==> src/hdl/fts_pkg.sv <==
// Package for the frame time statistics block: field widths, reset values
// and the sequencer state type. No dependencies.
package fts_pkg;

  localparam int TICKS_W        = 32;
  localparam int RATE_W         = 32;
  localparam int TOTAL_W        = 64;
  localparam int COUNT_W        = 32;
  localparam int TPS_W          = 30;
  localparam int CFG_W          = 32;
  localparam int FRAC_W         = 8;
  localparam int OUT_W          = 7 * RATE_W + TOTAL_W + COUNT_W;
  localparam int DEFAULT_DEPTH  = 64;
  localparam int QUO_W          = 32;
  localparam int STEP_W         = 5;

  localparam logic [TPS_W-1:0]  TPS_RESET = TPS_W'(1000000);
  localparam logic [STEP_W-1:0] STEP_LAST = STEP_W'(QUO_W - 1);

  typedef enum logic [6:0] {
    S_IDLE    = 7'b0000001,
    S_UPDATE  = 7'b0000010,
    S_DIV_NOW = 7'b0000100,
    S_NOW_END = 7'b0001000,
    S_DIV_AVG = 7'b0010000,
    S_AVG_END = 7'b0100000,
    S_DONE    = 7'b1000000
  } fts_state_t;

endpackage

==> src/hdl/frame_time_statistics_top.sv <==
// Frame time statistics: ring memory of recent durations, window sum, and a
// shared bit-serial divider for the rates. Depends on fts_pkg.
//
//  channel | direction | handshake            | payload
//  --------+-----------+----------------------+-------------------------------
//  in_     | slave     | in_tvalid/in_tready  | in_tdata: frame_ticks
//  out_    | master    | out_tvalid/out_tready| out_tdata: nine statistics
//  cfg_    | slave     | cfg_valid/cfg_ready  | cfg_data: ticks_per_second
//
// Each item passes through these steps: accept, a read-modify-write of the
// ring entry and window sum, the divider steps for the current rate (the
// average duration is formed alongside from three partial products with the
// reciprocal of the depth), a load of the window-rate division, the divider
// steps for the window rate, a close, and the hand-off of the result to
// the output register. The radix-2 divider dominates. The ring has no clearing
// pass: entries not yet written since reset read as zero until the ring
// position first wraps. Reset is synchronous. A result waiting in the output
// register does not block the next transfer in; a finished item waits in
// S_DONE only while the output register is still full.
module frame_time_statistics_top #(
  parameter int RING_DEPTH = fts_pkg::DEFAULT_DEPTH
) (
  input  logic                        clk,
  input  logic                        rst_n,
  input  logic                        in_tvalid,
  output logic                        in_tready,
  // [31:0] frame_ticks
  input  logic [fts_pkg::TICKS_W-1:0] in_tdata,
  output logic                        out_tvalid,
  input  logic                        out_tready,
  // [31:0] freq_now, [63:32] freq_window_avg, [95:64] freq_lowest,
  // [127:96] freq_highest, [159:128] ticks_window_avg, [191:160] ticks_lowest,
  // [223:192] ticks_highest, [287:224] ticks_total, [319:288] frames_total
  output logic [fts_pkg::OUT_W-1:0]   out_tdata,
  input  logic                        cfg_valid,
  output logic                        cfg_ready,
  input  logic [fts_pkg::CFG_W-1:0]   cfg_data
);

  localparam int AW      = (RING_DEPTH > 1) ? $clog2(RING_DEPTH) : 1;
  localparam int SUM_W   = fts_pkg::TICKS_W + $clog2(RING_DEPTH);
  localparam int DW      = $clog2(RING_DEPTH + 1);
  localparam int NUM_W   = fts_pkg::TPS_W + fts_pkg::FRAC_W + DW;
  localparam int CMP_W   = (NUM_W > SUM_W) ? NUM_W : SUM_W;
  localparam int REM_W   = SUM_W;
  localparam logic [AW-1:0] POS_LAST = AW'(RING_DEPTH - 1);

  // Reciprocal of the depth, scaled so that the truncated product equals the
  // quotient for every window sum. It is applied one slice per cycle.
  localparam int RECIP_SH = SUM_W + $clog2(RING_DEPTH);
  localparam int CHUNK_W  = 16;
  localparam int CHUNKS   = (SUM_W + CHUNK_W) / CHUNK_W;
  localparam int RCP_W    = CHUNKS * CHUNK_W;
  localparam int ACC_W    = SUM_W + RCP_W;
  localparam int PROD_W   = SUM_W + CHUNK_W;
  localparam logic [63:0] RECIP_WIDE =
    ((64'd1 << RECIP_SH) + 64'(RING_DEPTH - 1)) / 64'(RING_DEPTH);
  localparam logic [RCP_W-1:0] RECIP = RCP_W'(RECIP_WIDE);

  logic [fts_pkg::TICKS_W-1:0] ring_mem [RING_DEPTH];
  logic [fts_pkg::TICKS_W-1:0] ring_rd_r;

  fts_pkg::fts_state_t state_r, state_nxt;

  logic [fts_pkg::TPS_W-1:0]   tps_r;
  logic [fts_pkg::TICKS_W-1:0] dur_r;
  logic [AW-1:0]               pos_r;
  logic                        wrapped_r;
  logic [SUM_W-1:0]            sum_r;
  logic [fts_pkg::RATE_W-1:0]  rate_now_r, rate_avg_r, rate_min_r, rate_max_r;
  logic [fts_pkg::TICKS_W-1:0] shortest_r, longest_r, ticks_avg_r;
  logic [fts_pkg::TOTAL_W-1:0] elapsed_r;
  logic [fts_pkg::COUNT_W-1:0] frames_r;
  logic [NUM_W-1:0]            avg_num_r;

  // Shared divider for the rates.
  logic [REM_W-1:0]            rem_r;
  logic [SUM_W-1:0]            den_r;
  logic [fts_pkg::QUO_W-1:0]   quo_r;
  logic                        skip_r, sat_r;
  logic [fts_pkg::STEP_W-1:0]  step_r;

  // Product of the window sum and the reciprocal for the average duration.
  logic [ACC_W-1:0]            acc_r;

  logic                        out_valid_r;
  logic [fts_pkg::OUT_W-1:0]   out_data_r;

  logic                        in_xfer;
  logic [fts_pkg::TICKS_W-1:0] old_dur;
  logic [SUM_W-1:0]            sum_nxt;
  logic [NUM_W-1:0]            now_num;
  logic [fts_pkg::TOTAL_W:0]   elapsed_add;
  logic [REM_W:0]              trial;
  logic                        trial_ge;
  logic [REM_W-1:0]            rem_step;
  logic [CHUNK_W-1:0]          recip_chunk;
  logic [PROD_W-1:0]           part_prod;
  logic [ACC_W-1:0]            acc_nxt;
  logic [CMP_W-1:0]            now_hi, avg_hi;
  logic                        out_free;

  assign in_tready  = (state_r == fts_pkg::S_IDLE);
  assign in_xfer    = in_tvalid && in_tready;
  assign cfg_ready  = 1'b1;
  assign out_tvalid = out_valid_r;
  assign out_tdata  = out_data_r;
  assign out_free   = !out_valid_r || out_tready;

  // Entries never written since reset count as zero.
  assign old_dur  = wrapped_r ? ring_rd_r : '0;
  assign sum_nxt  = sum_r - SUM_W'(old_dur) + SUM_W'(dur_r);
  assign now_num  = NUM_W'({tps_r, {fts_pkg::FRAC_W{1'b0}}});
  assign elapsed_add = {1'b0, elapsed_r} + (fts_pkg::TOTAL_W + 1)'(dur_r);
  assign now_hi   = CMP_W'(now_num >> fts_pkg::QUO_W);
  assign avg_hi   = CMP_W'(avg_num_r >> fts_pkg::QUO_W);

  assign trial     = {rem_r, quo_r[fts_pkg::QUO_W-1]};
  assign trial_ge  = trial >= {1'b0, den_r};
  assign rem_step  = trial_ge ? REM_W'(trial - {1'b0, den_r}) : REM_W'(trial);

  // The top slice of the reciprocal comes first, so the product builds up
  // by shifting the partial sum left one slice per step.
  always_comb begin
    recip_chunk = '0;
    for (int k = 0; k < CHUNKS; k++) begin
      if (step_r == fts_pkg::STEP_W'(CHUNKS - 1 - k)) begin
        recip_chunk = RECIP[k*CHUNK_W +: CHUNK_W];
      end
    end
  end

  assign part_prod = PROD_W'(sum_r) * PROD_W'(recip_chunk);
  assign acc_nxt   = {acc_r[ACC_W-CHUNK_W-1:0], {CHUNK_W{1'b0}}} + ACC_W'(part_prod);

  always_comb begin
    state_nxt = state_r;
    case (state_r)
      fts_pkg::S_IDLE:    if (in_xfer) state_nxt = fts_pkg::S_UPDATE;
      fts_pkg::S_UPDATE:  state_nxt = fts_pkg::S_DIV_NOW;
      fts_pkg::S_DIV_NOW: if (step_r == fts_pkg::STEP_LAST) state_nxt = fts_pkg::S_NOW_END;
      fts_pkg::S_NOW_END: state_nxt = fts_pkg::S_DIV_AVG;
      fts_pkg::S_DIV_AVG: if (step_r == fts_pkg::STEP_LAST) state_nxt = fts_pkg::S_AVG_END;
      fts_pkg::S_AVG_END: state_nxt = fts_pkg::S_DONE;
      fts_pkg::S_DONE:    if (out_free) state_nxt = fts_pkg::S_IDLE;
      default:            state_nxt = fts_pkg::S_IDLE;
    endcase
  end

  // Ring memory: read at the input transfer, written back in the cycle after it.
  always_ff @(posedge clk) begin
    if (in_xfer) begin
      ring_rd_r <= ring_mem[pos_r];
    end
    if (state_r == fts_pkg::S_UPDATE) begin
      ring_mem[pos_r] <= dur_r;
    end
  end

  always_ff @(posedge clk) begin
    if (!rst_n) begin
      state_r     <= fts_pkg::S_IDLE;
      tps_r       <= fts_pkg::TPS_RESET;
      pos_r       <= '0;
      wrapped_r   <= 1'b0;
      sum_r       <= '0;
      rate_now_r  <= '0;
      rate_avg_r  <= '0;
      rate_min_r  <= '1;
      rate_max_r  <= '0;
      shortest_r  <= '1;
      longest_r   <= '0;
      elapsed_r   <= '0;
      frames_r    <= '0;
      out_valid_r <= 1'b0;
      step_r      <= '0;
    end else begin
      state_r <= state_nxt;
      if (cfg_valid && cfg_ready) begin
        tps_r <= cfg_data[fts_pkg::TPS_W-1:0];
      end
      if (state_r == fts_pkg::S_DONE && out_free) begin
        out_valid_r <= 1'b1;
      end else if (out_valid_r && out_tready) begin
        out_valid_r <= 1'b0;
      end
      case (state_r)
        fts_pkg::S_UPDATE: begin
          sum_r     <= sum_nxt;
          pos_r     <= (pos_r == POS_LAST) ? '0 : pos_r + AW'(1);
          wrapped_r <= wrapped_r || (pos_r == POS_LAST);
          elapsed_r <= elapsed_add[fts_pkg::TOTAL_W] ? '1 : elapsed_add[fts_pkg::TOTAL_W-1:0];
          if (frames_r != '1) frames_r <= frames_r + fts_pkg::COUNT_W'(1);
          if (dur_r < shortest_r) shortest_r <= dur_r;
          if (dur_r > longest_r) longest_r <= dur_r;
          step_r    <= '0;
        end
        fts_pkg::S_DIV_NOW, fts_pkg::S_DIV_AVG: begin
          step_r <= step_r + fts_pkg::STEP_W'(1);
        end
        fts_pkg::S_NOW_END: begin
          // A zero duration holds the previous rate.
          if (!skip_r) rate_now_r <= sat_r ? '1 : quo_r;
          step_r <= '0;
        end
        fts_pkg::S_AVG_END: begin
          if (!skip_r) rate_avg_r <= sat_r ? '1 : quo_r;
          if (rate_now_r < rate_min_r) rate_min_r <= rate_now_r;
          if (rate_now_r > rate_max_r) rate_max_r <= rate_now_r;
        end
        default: begin
        end
      endcase
    end
  end

  // Datapath registers without reset.
  always_ff @(posedge clk) begin
    if (in_xfer) begin
      dur_r <= in_tdata;
    end
    case (state_r)
      fts_pkg::S_UPDATE: begin
        avg_num_r <= NUM_W'(tps_r) * NUM_W'(RING_DEPTH) << fts_pkg::FRAC_W;
        den_r     <= SUM_W'(dur_r);
        skip_r    <= (dur_r == '0);
        sat_r     <= now_hi >= CMP_W'(dur_r);
        rem_r     <= REM_W'(now_num >> fts_pkg::QUO_W);
        quo_r     <= now_num[fts_pkg::QUO_W-1:0];
        acc_r     <= '0;
      end
      fts_pkg::S_DIV_NOW: begin
        rem_r  <= rem_step;
        quo_r  <= {quo_r[fts_pkg::QUO_W-2:0], trial_ge};
        if (step_r < fts_pkg::STEP_W'(CHUNKS)) acc_r <= acc_nxt;
      end
      fts_pkg::S_NOW_END: begin
        ticks_avg_r <= acc_r[RECIP_SH +: fts_pkg::TICKS_W];
        den_r       <= sum_r;
        skip_r      <= (sum_r == '0);
        sat_r       <= avg_hi >= CMP_W'(sum_r);
        rem_r       <= REM_W'(avg_num_r >> fts_pkg::QUO_W);
        quo_r       <= avg_num_r[fts_pkg::QUO_W-1:0];
      end
      fts_pkg::S_DIV_AVG: begin
        rem_r <= rem_step;
        quo_r <= {quo_r[fts_pkg::QUO_W-2:0], trial_ge};
      end
      fts_pkg::S_DONE: begin
        if (out_free) begin
          out_data_r <= {frames_r, elapsed_r, longest_r, shortest_r, ticks_avg_r,
                         rate_max_r, rate_min_r, rate_avg_r, rate_now_r};
        end
      end
      default: begin
      end
    endcase
  end

endmodule
==> config.mk <==
export PLATFORM = sky130hd
export DESIGN_NAME = frame_time_statistics_top
export DESIGN_NICKNAME = d
export VERILOG_FILES = /design/src/hdl/fts_pkg.sv /design/src/hdl/frame_time_statistics_top.sv
export SDC_FILE = /design/constraint.sdc
export NUM_CORES = 2
export LEC_CHECK = 0
export BUFFER_PORTS_ARGS = -buffer_cell sky130_fd_sc_hd__buf_4
export CAP_MARGIN = 15
export CORE_MARGIN = 5
export CORE_UTILIZATION = 56
export CTS_CLUSTER_DIAMETER = 100
export CTS_CLUSTER_SIZE = 30
export DETAILED_ROUTE_END_ITERATION = 6
export GPL_TIMING_DRIVEN = 0
export PLACE_DENSITY = 0.74
export SLEW_MARGIN = 10
export SYNTH_ARGS = -nofsm -noshare
export SYNTH_HDL_FRONTEND = slang
export SYNTH_SLANG_ARGS = --single-unit
==> constraint.sdc <==
create_clock -name clk -period 14.67 [get_ports clk]
set_input_delay 0 -clock clk [delete_from_list [all_inputs] [get_ports clk]]
set_output_delay 0 -clock clk [all_outputs]
set_load 0.05 [all_outputs]
After elaboration in Yosys (flattened, before gate mapping). Memories as Yosys holds them, arrays and structs flattened. A register that Yosys moved wholly into a read port is not among the register bits. Cells that the tools add are included.

Magnitude comparators: 8. Bitwise logic cells: 1. Equal/unequal tests: 15. Reductions and logical operators: 26. $mul: 1. Add/sub/neg operators: 8. Mux-type cells: 23.

Operators with widths (count): case mux 76 bit (2 select lines) (1); case mux 38 bit (3 select lines) (1); case mux 32 bit (3 select lines) (1); adder 76 x 45 -> 76 bit (1); 2-to-1 mux 76 bit (1); case mux 38 bit (2 select lines) (1); adder 64 x 32 -> 65 bit (1); > comparator 32 bit (2); < comparator 32 bit (2); 2-to-1 mux 32 bit (2); 2-to-1 mux 64 bit (1); case mux 7 bit (7 select lines) (1); multiplier 38 x 7 -> 45 bit (1); >= comparator 39 x 38 -> 1 bit (1); adder 38 x 32 -> 38 bit (1); >= comparator 12 x 38 -> 1 bit (1); zero test 38 bit (1); 2-to-1 mux 38 bit (1); subtractor 38 x 32 -> 38 bit (1); subtractor 38 bit (1); 2-to-1 mux 7 bit (5); adder 32 x 1 -> 32 bit, second input constant (1); >= comparator 6 x 32 -> 1 bit (1); zero test 32 bit (1); other kinds (29) (51).

Memories kept: 1. Bits in registers: 976. Output and inout port bits: 323. Word-level logic and storage cells: 108. Memory bits (writable): 2048.

Memory list: ring_mem (words 64, width 32, rd ports 1, clocked after memory_dff 1, wr ports 1, line frame_time_statistics_top.sv:60) `logic [fts_pkg::TICKS_W-1:0] ring_mem [RING_DEPTH];`.

Longest topological paths before layout.
Word-level depth: 6. Mapped depth: 21. Mapped depth without buffers: 19.

Least setup slack after synthesis. OpenSTA, ideal clock, no wires.

Kind: register to register. Start: reg state_r[0]. End: reg out_data_r, in the netlist out_tdata[0] (enable). Path buffers: 0. Library setup time: 1041 ps. Period minus slack after synthesis: 15827 ps. Stages on the path, launching flop included: 4. Setup slack: -1157 ps. Arrival time: 14787 ps. Cells stage by stage: dfxtp_1 nor4_1 nand3_1 nor2b_1.

Longest elaborated chain between the ends: 2.

RTL lines: from (decl) (line frame_time_statistics_top.sv:63) `fts_pkg::fts_state_t state_r, state_nxt;`; from (signal assigned) (line frame_time_statistics_top.sv:162) `state_r <= fts_pkg::S_IDLE;`; from (signal assigned) (line frame_time_statistics_top.sv:178) `state_r <= state_nxt;`; == test 7 bit (line frame_time_statistics_top.sv:222) `case (state_r)`; AND reduction 2 bit (no source line); to (signal assigned) (line frame_time_statistics_top.sv:251) `out_data_r <= {frames_r, elapsed_r, longest_r, shortest_r, ticks_avg_r,`; to (decl) (line frame_time_statistics_top.sv:87) `logic [fts_pkg::OUT_W-1:0] out_data_r;`.

No other way between the ends. A chain may end at the register's enable or synchronous reset.

Worst setup path in the final report.
Start: reg state_r[2]. End: mem ring_mem[49][25] in the netlist's numbering (enable).

Longest elaborated chain between the ends: 3.

RTL lines: == test 7 x 2 -> 1 bit (line frame_time_statistics_top.sv:155) `if (state_r == fts_pkg::S_UPDATE) begin`; 2-to-1 mux 1 bit (line frame_time_statistics_top.sv:155); 2-to-1 mux 1 bit (not written as such) (line frame_time_statistics_top.sv:156) `ring_mem[pos_r] <= dur_r;`; to (decl) (line frame_time_statistics_top.sv:60).

No other way between the ends.

==> out/qor.log <==
qor: synth.synth-seq-cells 3050
qor: power.ir_worst_vdd 0.0001113 V
qor: power.clock_power_share 26.0%
qor: cells_and_area.fin_nets 9512
qor: timing.report.final.setup_viol 0
qor: die.die_w 474.4 um
qor: run_status.run_status finished with violations
qor: detailed_routing.detailroute.via_count 85380
qor: synth.synth.top_cells.by_area edfxtp_1, dfxtp_1, a22oi_1
qor: worst_setup_path.critical_path_class reg -> reg
qor: cells_and_area.drive_above_1_share 11.29%
qor: timing.tightestPinTransition 1.507 ns
qor: synth.cell_count_after_synthesis 8124
qor: cts.clock_tree.buffer_depth 3
qor: cts.cts.htree.levels 3
qor: cts.cts.repair_timing.setup_buffer_count 0
qor: die.num_io_pins 392
qor: cells_and_area.n_fill_cell 14970
qor: power.seqPwrFrac 60.9%
qor: synth.synth_common_cells edfxtp_1, a22oi_1, nor2_1
qor: synth.synth_top_area_share 66.49%
qor: cts.root_buffer_cell clkbuf_16
qor: worst_setup_path.timing.critical_path.arrival 6.80 ns
qor: grt.total_global_routing_track_utilization 41.12%
qor: synth.syn_area 120800 um^2
qor: worst_setup_path.cp.required 15.24 ns
qor: grt.first_global_vias 78650
qor: cts.cts_tree yes
qor: die.die_height 474.4 um
qor: power.internal_power 0.01198 W
qor: synth.synth-main-ff-cell edfxtp_1
qor: synth.synth_fp_nets 8554
qor: timing.share_of_the_cycle_needed_by_the_critical_path_after_routing 42.49%
qor: cts.worstSkewPairLatency 0.92 ns
qor: synth.largest_area_contributor_in_the_netlist edfxtp_1
qor: synth.synth.yosys.warnings 0
qor: timing.report.final.hold_viol_count 0
qor: cts.clkTransAtPathRegs 0.11 ns
qor: die.fp.dieArea 225000 um^2
qor: worst_setup_path.crit_fanout 16
qor: power.leakagePower 47.71 nW
qor: synth.synth_seq_area_share 72.72%
qor: cells_and_area.area_delta_synth_final 15.29%
qor: synth.async_set_or_reset_register_ratio_after_synthesis 0%
qor: power.power.switching 0.004200 W
qor: cts.ctsResizeCount 0
qor: die.start_util 56.27%
qor: worst_setup_path.setup.worst_path.end_class flop
qor: worst_setup_path.timing.critical_path.from_type flop
qor: detailed_routing.initialDrtViolationCount 16710
qor: grt.grt-ovfl-total 0
qor: synth.average_cell_area_after_synthesis 14.87 um^2
qor: die.rows 170
qor: detailed_routing.drt_pre_antenna_iters 7
qor: power.power.density_cell_area 116.2 nW/um^2
qor: timing.finalHoldWorstSlack 0.1401 ns
qor: detailed_routing.via_per_inst 7.098
qor: flow_run.max_cap_violations 3
qor: synth.synthDistinctLibCells 84
qor: placement.place.gp.congestion 1.045
qor: timing.maximum_clock_skew_at_final_layout 0.09978 ns
qor: detailed_routing.drtAntennaViolNets 0
qor: timing.finalSetupTns 0 ns
qor: power.combPwrFrac 13.1%
qor: synth.post_synth_edffs 2674
qor: worst_hold_path.hold_path_class in -> reg
qor: placement.numPortBuffers 386
qor: grt.initial_antenna_violation_count 47
qor: timing.timing.slew.headroom -0.9202%
qor: die.core 214600 um^2
qor: run_status.violated_checks DRC, capacitance limit, slew limit
qor: power.switching_share 25.96%
qor: cts.clock_sink_count 3050
qor: timing.timing.final.max_slew_violations 12
qor: cts.hold_buffers 155
qor: detailed_routing.drt_wl_total 473200 um
qor: grt.grt_first_pass_wirelength 631900 um
qor: grt.grt_max_degree 47
qor: timing.max_clock_freq 0.1604 GHz
qor: placement.post-dp-hpwl 338800 um
qor: timing.min_period 6.233 ns
qor: cts.numCtsBuffers 117
qor: synth.yosysMostFrequentCell edfxtp_1
qor: detailed_routing.post_drt_wl_per_cell 39.34 um
qor: detailed_routing.detail_route.drc_violations 5
qor: timing.rsz_0062_raised_after_global_routing false
-- cell type report --
cell class | instances | area [um^2] | area share (%)
clock buffer | 166 | 3143 | 2.257
antenna | 43 | 107.6 | 0.07728
multi-input combinational | 4292 | 30520 | 21.92
tap | 2838 | 3551 | 2.550
sequential | 3050 | 87820 | 63.08
inverter | 359 | 1348 | 0.9679
clock inverter | 18 | 280.3 | 0.2013
buffer | 423 | 1728 | 1.241
timing repair buffer | 839 | 10730 | 7.708
-- worst max-delay path, cell delays in order (launching register included) --
cell	delay (ns)
dfxtp_1	0.37
or3_1	0.42
nor3_1	0.31
nand3b_1	0.55
inv_1	0.22
clkbuf_1	0.96
buf_1	0.94
nand2_1	0.79
nor2_4	1.00
buf_12	0.30
-- kinds of logic after synthesis --
family | after synthesis | share of synthesized area [%]
flip-flops | 3050 | 72.72
AO/OA/AOI/OAI | 2158 | 12.65
AND/OR/NAND/NOR | 1463 | 5.813
buffers and inverters | 782 | 2.481
adder cells (fa/ha/maj) | 361 | 3.958
XOR/XNOR | 183 | 1.327
multiplexers | 126 | 1.050
other | 1 | 0.003105
-- power by group through the flow --
stage / clock network, W / logic (W) / registers [W]
3_5_place_dp: 0 / 0.00198 / 0.0100
6_report: 0.00420 / 0.00212 / 0.00985
5_1_grt: 0.00447 / 0.00219 / 0.00986
3_3_place_gp: 0 / 0.00133 / 0.0105
4_1_cts: 0.00414 / 0.00203 / 0.00985
2_1_floorplan: 0 / 0.000831 / 0.0102
-- path summary, 6_finish.rpt --
kind	startpoint	end	slack (ns)	depth (start not counted)
max	state_r[2]	ring_mem[49][25]	8.44	9
min	out_tready	out_tvalid	0.14	4
max reg2reg	state_r[2]	ring_mem[49][25]	8.44	9
min reg2reg	ticks_avg_r[30]	out_tdata[158]	0.43	0
-- cells in the final DEF (no fill, tap or decap), types with 175 or more instances in the layout --
| cell type | n |
|---|---|
| a21oi_1 | 364 |
| a22o_1 | 175 |
| a22oi_1 | 710 |
| buf_4 | 392 |
| clkbuf_1 | 352 |
| dfxtp_1 | 376 |
| edfxtp_1 | 2674 |
| ha_1 | 326 |
| inv_1 | 356 |
| nand2_1 | 329 |
| nand4_1 | 184 |
| nor2_1 | 398 |
-- per-layer routing --
metal	vias to the layer above	track usage, %	wire (um)
li1	33570	-	-
met1	41670	49.57	151700
met2	8052	59.28	198300
met3	2063	16.91	75260
met4	22	30.76	47700
met5	-	0.5840	216
-- stage by stage --
stage	util [%]	cell area [um^2]	setup slack, ns	std cells	total power [W]
after detailed placement	62.40	133900	8.686	11630	0.01203
final	64.87	139200	8.437	12030	0.01618
after global placement	59.28	127200	1.600	11350	0.01178
after CTS	64.72	138900	8.651	11970	0.01602
after global routing	64.83	139100	8.229	11990	0.01652
after floorplan	-	120800	5.034	8124	0.01104
-- registers in the layout, summed over array words and instances, names as in the netlist, 38 cells and up --
register / count
ring_mem: 2048
out_tdata: 320
acc_r: 70
elapsed_r: 64
den_r: 38
rem_r: 38
sum_r: 38
(Power assumes the default switching activity.)
